### src/design/tbm_div.sv
`default_nettype none
module tbm_div #(
  parameter int NW = 21,
  parameter int DW = 17
) (
  input  wire logic          clk,
  input  wire logic          rst_n,
  input  wire logic          start,
  input  wire logic [NW-1:0] dividend,
  input  wire logic [DW-1:0] divisor,
  output logic               done,
  output logic [NW-1:0]      quotient
);

  localparam int CW = $clog2(NW + 1);

  logic [CW-1:0] cnt_r;
  logic          run_r;
  logic          done_r;
  logic [DW-1:0] rem_r;
  logic [NW-1:0] quo_r;
  logic [DW-1:0] div_r;
  logic [DW:0]   trial;
  logic          fits;

  // one restoring step: shift in next dividend bit, subtract when it fits
  assign trial = {rem_r, quo_r[NW-1]};
  assign fits  = trial >= {1'b0, div_r};

  always_ff @(posedge clk) begin
    if (!rst_n) begin
      run_r  <= 1'b0;
      done_r <= 1'b0;
      cnt_r  <= '0;
    end else begin
      done_r <= 1'b0;
      if (start) begin
        run_r <= 1'b1;
        cnt_r <= '0;
      end else if (run_r) begin
        cnt_r <= cnt_r + 1'b1;
        if (cnt_r == CW'(NW - 1)) begin
          run_r  <= 1'b0;
          done_r <= 1'b1;
        end
      end
    end
  end

  // datapath
  always_ff @(posedge clk) begin
    if (start) begin
      rem_r <= '0;
      quo_r <= dividend;
      div_r <= divisor;
    end else if (run_r) begin
      if (fits) begin
        rem_r <= DW'(trial - {1'b0, div_r});
      end else begin
        rem_r <= DW'(trial);
      end
      quo_r <= {quo_r[NW-2:0], fits};
    end
  end

  assign done     = done_r;
  assign quotient = quo_r;

endmodule
`default_nettype wire

### config.mk
export PLATFORM = sky130hd
export DESIGN_NAME = tbm_div
export DESIGN_NICKNAME = d
export VERILOG_FILES = /design/src/design/tbm_div.sv
export SDC_FILE = /design/constraint.sdc
export NUM_CORES = 1
export LEC_CHECK = 0
export BUFFER_PORTS_ARGS = -buffer_cell sky130_fd_sc_hd__buf_4
export CAP_MARGIN = 20
export CORE_MARGIN = 5
export CORE_UTILIZATION = 30
export CTS_CLUSTER_SIZE = 8
export DETAILED_ROUTE_END_ITERATION = 8
export PLACE_DENSITY = 0.51
export SLEW_MARGIN = 30
export SYNTH_ARGS = -nofsm -noshare
export SYNTH_HDL_FRONTEND = slang
export SYNTH_SLANG_ARGS = --single-unit
export TNS_END_PERCENT = 50
### constraint.sdc
create_clock -name clk -period 3 [get_ports clk]
set_clock_uncertainty 0.2 [all_clocks]
set_input_delay 0.3 -clock clk [delete_from_list [all_inputs] [get_ports clk]]
set_output_delay 0.3 -clock clk [all_outputs]
set_load 0.005 [all_outputs]
==> results of run 1 <==
[worst max path at each step]
| stage | endpoint | slack, ns | cells past startpoint |
|---|---|---|---|
| floorplan | rem_r[16] | 0.13 | 10 |
| global placement | rem_r[16] | 0.12 | 10 |
| detailed placement | rem_r[16] | 0.12 | 10 |
| CTS | rem_r[16] | 0.11 | 10 |
| global route | rem_r[16] | 0.009 | 10 |
| finish | rem_r[16] | 0.23 | 10 |
[state kept, by name, summed over array words and instances (netlist names)]
name / count
run_r: 1
quotient: 21
rem_r: 17
cnt_r: 5
div_r: 17
done: 1
[kinds of logic (layout without fill, tap and decap cells)]
family / after synthesis / count (layout) / synth area share [%]
flip-flops: 62 / 62 / 48.12
adder cells (fa/ha/maj): 20 / 20 / 7.650
AO/OA/AOI/OAI: 74 / 74 / 15.63
buffers and inverters: 32 / 126 / 4.010
multiplexers: 28 / 28 / 9.061
XOR/XNOR: 18 / 18 / 4.679
AND/OR/NAND/NOR: 74 / 74 / 10.84
[stage by stage]
step                worst slack (ns)  cell area (um2)  utilization (%)
global placement              0.1186             4018            36.74
floorplan                     0.1349             3369                -
global route                0.008836             4547            41.58
CTS                           0.1052             4537            41.49
detailed placement            0.1238             4018            36.74
finish                        0.2290             4547            41.58
[power by group through the flow]
stage	sequential, mW	combinational (mW)	clock [mW]
finish	1.00	0.375	1.20
global route	1.01	0.418	1.27
CTS	1.00	0.375	1.23
detailed placement	1.02	0.353	0
global placement	1.02	0.351	0
floorplan	1.02	0.205	0
[worst register-to-register path: stages, from the launching register on]
cell      delay (ns)
edfxtp_1        0.37
inv_1           0.07
ha_1            0.15
inv_1           0.05
fa_2            0.38
a211oi_4        0.25
o31ai_4         0.10
o2111a_1        0.28
o221a_1         0.26
or4_1           0.49
o21ai_1         0.12
[synth_stat cells, types with 2 or more instances]
| library cell | instances | area [um2] |
|---|---|---|
| edfxtp_1 | 38 | 1141 |
| dfxtp_1 | 24 | 480.5 |
| nor2_1 | 23 | 86.33 |
| inv_1 | 22 | 82.58 |
| nand2_1 | 22 | 82.58 |
| mux2_2 | 20 | 225.2 |
| a21oi_1 | 19 | 95.09 |
| ha_1 | 19 | 237.7 |
| o21ai_0 | 12 | 60.06 |
| xor2_1 | 10 | 87.58 |
| mux2i_1 | 8 | 80.08 |
| xnor2_1 | 8 | 70.07 |
| o21ai_1 | 5 | 25.02 |
| a211oi_1 | 4 | 30.03 |
| a21o_1 | 4 | 30.03 |
| a32oi_1 | 4 | 35.03 |
| clkbuf_1 | 4 | 15.01 |
| nand2b_1 | 4 | 25.02 |
| nand3_1 | 4 | 20.02 |
| o311ai_1 | 4 | 35.03 |
| buf_1 | 3 | 11.26 |
| nand4_1 | 3 | 18.77 |
| nor2b_1 | 3 | 18.77 |
| nor3_1 | 3 | 15.01 |
| a211o_1 | 2 | 17.52 |
| a211oi_2 | 2 | 25.02 |
| a21oi_2 | 2 | 17.52 |
| and2_1 | 2 | 12.51 |
| buf_4 | 2 | 15.01 |
| o31ai_1 | 2 | 15.01 |
| or4_1 | 2 | 15.01 |
[final cells by class]
type                            count  share of cell area (%)
Multi-Input combinational cell    214                   35.69
Sequential cell                    62                   35.66
Timing Repair Buffer               88                   15.52
Clock buffer                       10                   5.036
Tap cell                          140                   3.853
Clock inverter                      6                   2.422
Inverter                           22                   1.816
[cells in the final DEF (no fill, tap or decap), drive strengths merged, types with 19 or more instances in the layout]
cell type and count:
a21oi 21, buf 70, dfxtp 24, edfxtp 38
ha 19, inv 22, mux2 20, nand2 22
nor2 23
[metal layers]
layer,GRT usage [%],part of all wire [%]
met5,0,0
met1,15.99,46
met2,18.99,46
met4,5.568,2.0
met3,3.916,6.1
[timing repair]
action,in CTS,in global routing
setup endpoints to repair,0,3
endpoints found under the hold margin,18,0
hold buffers,18,0
resized for setup,0,2
==> results_dict.tcl, run 1 <==
set metrics [dict create \
    insertedDiodeCount 0 \
    synthArstFlopShare_pct 0 \
    port_buffers 62 \
    io_pins 63 \
    num_rows 38 \
    clock-root-buffer "clkbuf_16" \
    cts_setup_buffers 0 \
    route.detailed.drc 0 \
    crit_type "flip-flop to flip-flop" \
    pwr-share-comb_pct 14.6 \
    initial_core_util_pct 30.81 \
    cp_top_family "compound AO/OA/AOI/OAI gates" \
    crit_chain "inv_1 -> ha_1 -> inv_1 -> fa_2 -> a211oi_4 -> o31ai_4 -> o2111a_1 -> o221a_1 -> or4_1 -> o21ai_1" \
    ys_warn_count 0 \
    fmax_mhz 360.9 \
    seq_area_um2 1622 \
    seqPwrFrac_pct 38.9 \
    ff2ff_path_depth 10 \
    drtIter0Drc 82 \
    fp.coreArea_um2 10940 \
    grt_pass1_wl_um 12970 \
    area_growth_syn_to_layout_pct 34.94 \
    min-delay-start "dividend[0]" \
    cts.sink_count 62 \
    drv_cap 0 \
    p_switching_mw 0.5907 \
    place_hpwl_um 5374 \
    ff2ff_setup_slack_ns 0.23 \
    instances_no_fill 542 \
    worst_pin_slew_ns 0.5980 \
    setup_viol 0 \
    cp_slowest_cell "or4_1" \
    track_usage_pct 12.39 \
    drive_above_1_share_pct 29.85 \
    min_delay_path_depth 3 \
    syn-instance-count 308 \
    status "finished clean" \
    maxSlewHeadroom_pct 60.13 \
    cp_slowest_stage_delay_ns 0.49 \
    crit_buf_inv 2 \
    cts_tree "yes" \
    finalHoldViolations 0 \
    min_to "quotient[0]" \
    syn_area_um2 3369 \
    path_max_fanout 3 \
    post_drt_wl_per_cell_um 14.22 \
    min_period_ns 2.771 \
    multi_input_area_um2 1623 \
    hold_slack_ns 0.05095 \
    fillerInstances 1094 \
    clkLatencyLatePin_ns 0.33 \
    ys_seq_area_share_pct 48.12 \
    timing.setup.tns_ns 0 \
    required_ns 3.07 \
    dieArea_um2 13450 \
    grt_pass1_vias 2676 \
    ctsHtreeMaxLevel 3 \
    place_inst 508 \
    synth_edf_count 38 \
    report.final.slew_viol_count 0 \
    synth_cell_types 55 \
    r2r_end "rem_r[16]" \
    crit_top_cell "inv_1" \
    grt_start_max_net_pins 51 \
    cp-end-kind "flip-flop" \
    viasPerCell 4.780 \
    cts_buffers 9 \
    cellPowerDensity_nw_per_um2 565.3 \
    vias 2591 \
    synth-seq-cells 62 \
    clockPowerShare_pct 46.5 \
    routabilityCongestion 0.7951 \
    die_w_um 116.0 \
    reg2reg_from "quotient[20]" \
    firstDrtPassIters 4 \
    dominantRegCellSynth "edfxtp_1" \
    timing.critical_path.from "quotient[20]" \
    clkTransAtPathRegs_ns 0.06 \
    clockBufferDepth 2 \
    rsz0062_at_grt "false" \
    power.total_mw 2.570 \
    leakagePower_nw 1.926 \
    hold_path.class "input port to flip-flop" \
    netSwitchingFraction_pct 22.98 \
    finalCritPeriodShare_pct 92.37 \
    avgSynthCellArea_um2 10.94 \
    grt_remaining_overflow 0 \
    antenna_found_initial 0 \
    critPathArrivalTime_ns 2.84 \
    die_h_um 116.0 \
    internal-power_mw 1.980 \
    syn_nets 369 \
    drt.antenna.violating_nets 0 \
    finalWirelength_um 7706 \
    irDropWorstVdd_mv 0.3045 \
    cp-start-kind "flip-flop" \
    layout.nets 458 \
]
(Power assumes the default switching activity.)
==> inputs of run 2 (changes only) <==
Settings changed: HOLD_SLACK_MARGIN set to 0.08, PLACE_DENSITY 0.51 to unset, RECOVER_POWER set to 100.
==> run 2 against run 1 <==
Core utilization rose by 1.2 points. Register-to-register slack got worse by 0.12 ns. Global-route usage decreased by 0.38 points. Clock power is 14% lower. Sequential power hardly changed. Combinational power is 3% higher. Largest power group unchanged. Design area rose by 2.9%. Sequential share of layout area fell by 1.0 points. Largest cell class unchanged. Clock-buffer cell count unchanged.
==> results_dict.tcl, run 2 (synthesized netlist as in run 1, its figures left out) <==
set metrics [dict create \
    crit_type "flip-flop to flip-flop" \
    layout.nets 476 \
    ctsHtreeMaxLevel 3 \
    cts_buffers 9 \
    io_pins 63 \
    clockPowerShare_pct 42.5 \
    irDropWorstVdd_mv 0.2482 \
    drtIter0Drc 107 \
    cts.sink_count 62 \
    hold_path.class "input port to flip-flop" \
    place_inst 506 \
    vias 2629 \
    dieArea_um2 13450 \
    insertedDiodeCount 0 \
    pwr-share-comb_pct 16.0 \
    finalHoldViolations 0 \
    num_rows 38 \
    die_w_um 116.0 \
    cellPowerDensity_nw_per_um2 515.9 \
    grt_start_max_net_pins 51 \
    layout_common_cells "edfxtp_1 (38), dlygate4sd3_1 (36), clkbuf_4 (36)" \
    seqPwrFrac_pct 41.5 \
    final_common_cell "edfxtp_1" \
    finalWirelength_um 7667 \
    multi_input_area_um2 1623 \
    fp.coreArea_um2 10940 \
    critPathArrivalTime_ns 2.95 \
    hold_slack_ns 0.09296 \
    clkTransAtPathRegs_ns 0.05 \
    grt_pass1_vias 2631 \
    fin_util_pct 42.80 \
    track_usage_pct 12.01 \
    drt.antenna.violating_nets 0 \
    p_switching_mw 0.5759 \
    clockBufferDepth 2 \
    finalCritPeriodShare_pct 96.35 \
    route.detailed.drc 0 \
    firstDrtPassIters 4 \
    internal-power_mw 1.839 \
    leakagePower_nw 1.963 \
    die_h_um 116.0 \
    preCtsSetupSlack_ns 0.02948 \
    report.final.slew_viol_count 0 \
    fillerInstances 1049 \
    min_period_ns 2.891 \
    routabilityCongestion 0.8282 \
    worst_pin_slew_ns 1.166 \
    path_max_fanout 4 \
    drive_above_1_share_pct 27.62 \
    area_growth_syn_to_layout_pct 38.92 \
    cp-end-kind "flip-flop" \
    cp-start-kind "flip-flop" \
    required_ns 3.06 \
    largest_reg_flops 21 \
    post_drt_wl_per_cell_um 13.69 \
    maxSlewHeadroom_pct 22.26 \
    antenna_found_initial 0 \
    port_buffers 62 \
    clock-root-buffer "clkbuf_16" \
    status "finished clean" \
    grt_pass1_wl_um 12680 \
    initial_core_util_pct 30.81 \
    drv_cap 0 \
    clkLatencyLatePin_ns 0.33 \
    instances_no_fill 560 \
    grt_remaining_overflow 0 \
    place_hpwl_um 5350 \
    cts_tree "yes" \
    fmax_mhz 346.0 \
    ff2ff_setup_slack_ns 0.11 \
    setup_viol 0 \
    viasPerCell 4.695 \
    power.total_mw 2.415 \
    netSwitchingFraction_pct 23.85 \
    finalWorstSetupSlack_ns 0.1094 \
    seq_area_um2 1622 \
]
[run 2: worst paths after layout]
path / startpoint / to / cells past startpoint
min reg2reg: rem_r[8] / rem_r[8] / 2
min: dividend[14] / quotient[14] / 2
max reg2reg: quotient[20] / rem_r[16] / 10
max: quotient[20] / rem_r[16] / 10
[run 2: final cells by class]
| type | instances | share of cell area, % |
|---|---|---|
| Clock buffer | 10 | 5.106 |
| Clock inverter | 6 | 1.310 |
| Inverter | 22 | 1.764 |
| Timing Repair Buffer | 106 | 18.77 |
| Tap cell | 140 | 3.742 |
| Sequential cell | 62 | 34.64 |
| Multi-Input combinational cell | 214 | 34.67 |
[run 2: per-stage QoR]
stage | area (um2) | setup TNS [ns]
6_report | 4681 | 0
5_1_grt | 4681 | -0.003466
3_3_place_gp | 4015 | 0
2_1_floorplan | 3369 | 0
4_1_cts | 4676 | 0
3_5_place_dp | 4015 | 0
[run 2: worst max-delay path, cell delays in order, from the launching register on]
cell	delay [ns]
edfxtp_1	0.38
inv_1	0.07
ha_1	0.16
inv_1	0.06
fa_2	0.41
a211oi_4	0.26
o31ai_4	0.10
o2111a_1	0.31
o221a_1	0.27
or4_1	0.50
o21ai_1	0.12
[run 2: repair_timing]
action / in CTS / in global routing
buffers inserted: 0 / 2
setup endpoints to repair: 0 / 3
resized for setup: 0 / 2
hold buffers: 36 / 0
hold endpoints to repair: 36 / 0
[run 2: routing by layer]
layer | wire (um) | vias up | global-route usage, %
li1 | - | 1343 | -
met1 | 3584 | 1240 | 15.76
met2 | 3693 | 39 | 19.29
met3 | 280 | 7 | 2.559
met4 | 109 | 0 | 4.872
met5 | 0 | - | 0
[run 2: power by group through the flow]
stage          clock network (mW)  logic, mW  registers (mW)
5_1_grt                      1.11      0.428            1.01
6_report                     1.03      0.386            1.00
2_1_floorplan                   0      0.205            1.02
3_3_place_gp                    0      0.343            1.02
4_1_cts                      1.06      0.386            1.00
3_5_place_dp                    0      0.346            1.02
==> inputs of run 3 (changes only) <==
--- a/config.mk
+++ b/config.mk
@@ -19,2 +19 @@
 export SYNTH_SLANG_ARGS = --single-unit
-export TNS_END_PERCENT = 50
==> constraint.sdc (replaced) <==
create_clock -name clk -period 3 [get_ports clk]
set_clock_uncertainty 0.2 [all_clocks]
set_input_delay 0.45 -clock clk [delete_from_list [all_inputs] [get_ports clk]]
set_output_delay 0.45 -clock clk [all_outputs]
set_load 0.005 [all_outputs]
==> run 3 against run 2 <==
Global-route usage down 0.26 points. Largest cell class unchanged. Critical path depth did not move. Critical endpoint unchanged. Via count decreased by 3.9%. Die area unchanged. Largest power group unchanged.
==> results_dict.tcl, run 3 (synthesized netlist as in run 1, its figures left out) <==
set metrics [dict create \
    cp-start-kind "flip-flop" \
    cts_buffers 9 \
    multi_input_area_um2 1628 \
    drive_above_1_share_pct 32.04 \
    track_usage_pct 11.75 \
    clock-root-buffer "clkbuf_16" \
    crit_type "flip-flop to flip-flop" \
    design_area_um2 4370 \
    drt.antenna.violating_nets 0 \
    path_max_fanout 4 \
    cts.sink_count 62 \
    route.detailed.drc 0 \
    layout_common_cells "edfxtp_1 (38), clkbuf_4 (38), buf_4 (30)" \
    grt_pass1_vias 2579 \
    port_buffers 62 \
    cp-end-kind "flip-flop" \
    critPathArrivalTime_ns 2.94 \
    io_pins 63 \
    grt_pass1_wl_um 12400 \
    largest_reg_flops 21 \
    status "finished clean" \
    viasPerCell 4.793 \
    finalCritPeriodShare_pct 96.14 \
    seq_area_um2 1622 \
    drv_cap 0 \
    hold_path.class "input port to flip-flop" \
    num_rows 38 \
    antenna_found_initial 0 \
    cts_tree "yes" \
    insertedDiodeCount 0 \
    ctsHtreeMaxLevel 3 \
    area_growth_syn_to_layout_pct 29.71 \
    routabilityCongestion 0.8454 \
    grt_start_max_net_pins 51 \
    die_h_um 116.0 \
    fin_util_pct 39.97 \
    irDropWorstVdd_mv 0.2528 \
    cp_slowest_stage_delay_ns 0.50 \
    report.final.slew_viol_count 0 \
    clkLatencyLatePin_ns 0.33 \
    fp.coreArea_um2 10940 \
    clkTransAtPathRegs_ns 0.05 \
    layout.nets 443 \
    cp_slowest_cell "or4_1" \
    leakagePower_nw 1.844 \
    min_period_ns 2.884 \
    crit_chain "inv_2 -> ha_4 -> inv_1 -> fa_2 -> a211oi_2 -> o31ai_4 -> o2111a_1 -> o221a_1 -> or4_1 -> o21ai_1" \
    post_drt_wl_per_cell_um 14.22 \
    fillerInstances 1076 \
    grt_remaining_overflow 0 \
    vias 2526 \
    maxSlewHeadroom_pct 20.90 \
    worst_pin_slew_ns 1.187 \
    finalHoldViolations 0 \
    setup_viol 0 \
    dieArea_um2 13450 \
    finalWirelength_um 7493 \
    clockBufferDepth 2 \
    placed_cell_area_um2 4003 \
    drtIter0Drc 137 \
    cellPowerDensity_nw_per_um2 566.3 \
    die_w_um 116.0 \
    place_hpwl_um 5337 \
    required_ns 3.06 \
    firstDrtPassIters 4 \
    fmax_mhz 346.7 \
    power.total_mw 2.475 \
    initial_core_util_pct 30.81 \
    timing.setup.tns_ns 0 \
]
-- run 3: layout make-up --
class / count / area share, %
timing repair buffer: 73 / 12.34
multi-input combinational: 214 / 37.25
clock buffer: 10 / 5.468
clock inverter: 6 / 1.947
tap: 140 / 4.008
inverter: 22 / 1.889
sequential: 62 / 37.10
-- run 3: repair_timing --
item,in CTS,in global routing
resized for setup,0,4
buffers inserted,0,4
hold buffers,0,1
setup endpoints to repair,0,1
hold endpoints to repair,0,1
-- run 3: worst paths after layout --
kind                     start   endpoint  slack, ns  cells after the start
hold / removal      divisor[0]   div_r[0]       0.12                      1
setup reg to reg  quotient[20]  rem_r[16]       0.12                     10
hold reg to reg          run_r       done       0.27                      2
setup / recovery  quotient[20]  rem_r[16]       0.12                     10
-- run 3: metrics by stage --
stage,cells,setup WS (ns),hold slack (ns)
floorplan,308,0.1349,0.2454
global placement,506,0.08795,0.2604
detailed placement,506,0.04375,0.2636
CTS,522,0.01673,0.08440
global route,527,-0.01529,0.1033
finish,527,0.1157,0.1166
-- run 3: where the power goes --
part	switching, mW	internal, mW
clock	0.373	0.746
sequential	0.0278	0.973
combinational	0.173	0.182
-- run 3: critical path, delay by kind of cell, from the launching register on --
family,cells,cell delay (ns)
adder cells (fa/ha/maj),2,0.52
flip-flops,1,0.40
AND/OR/NAND/NOR,1,0.50
buffers and inverters,2,0.14
AO/OA/AOI/OAI,5,1.05
-- run 3: layer usage --
layer,GRT usage [%],share of wire [%]
met1,15.18,46
met2,18.91,49
met3,2.611,2.9
met4,5.104,1.8
met5,0,0
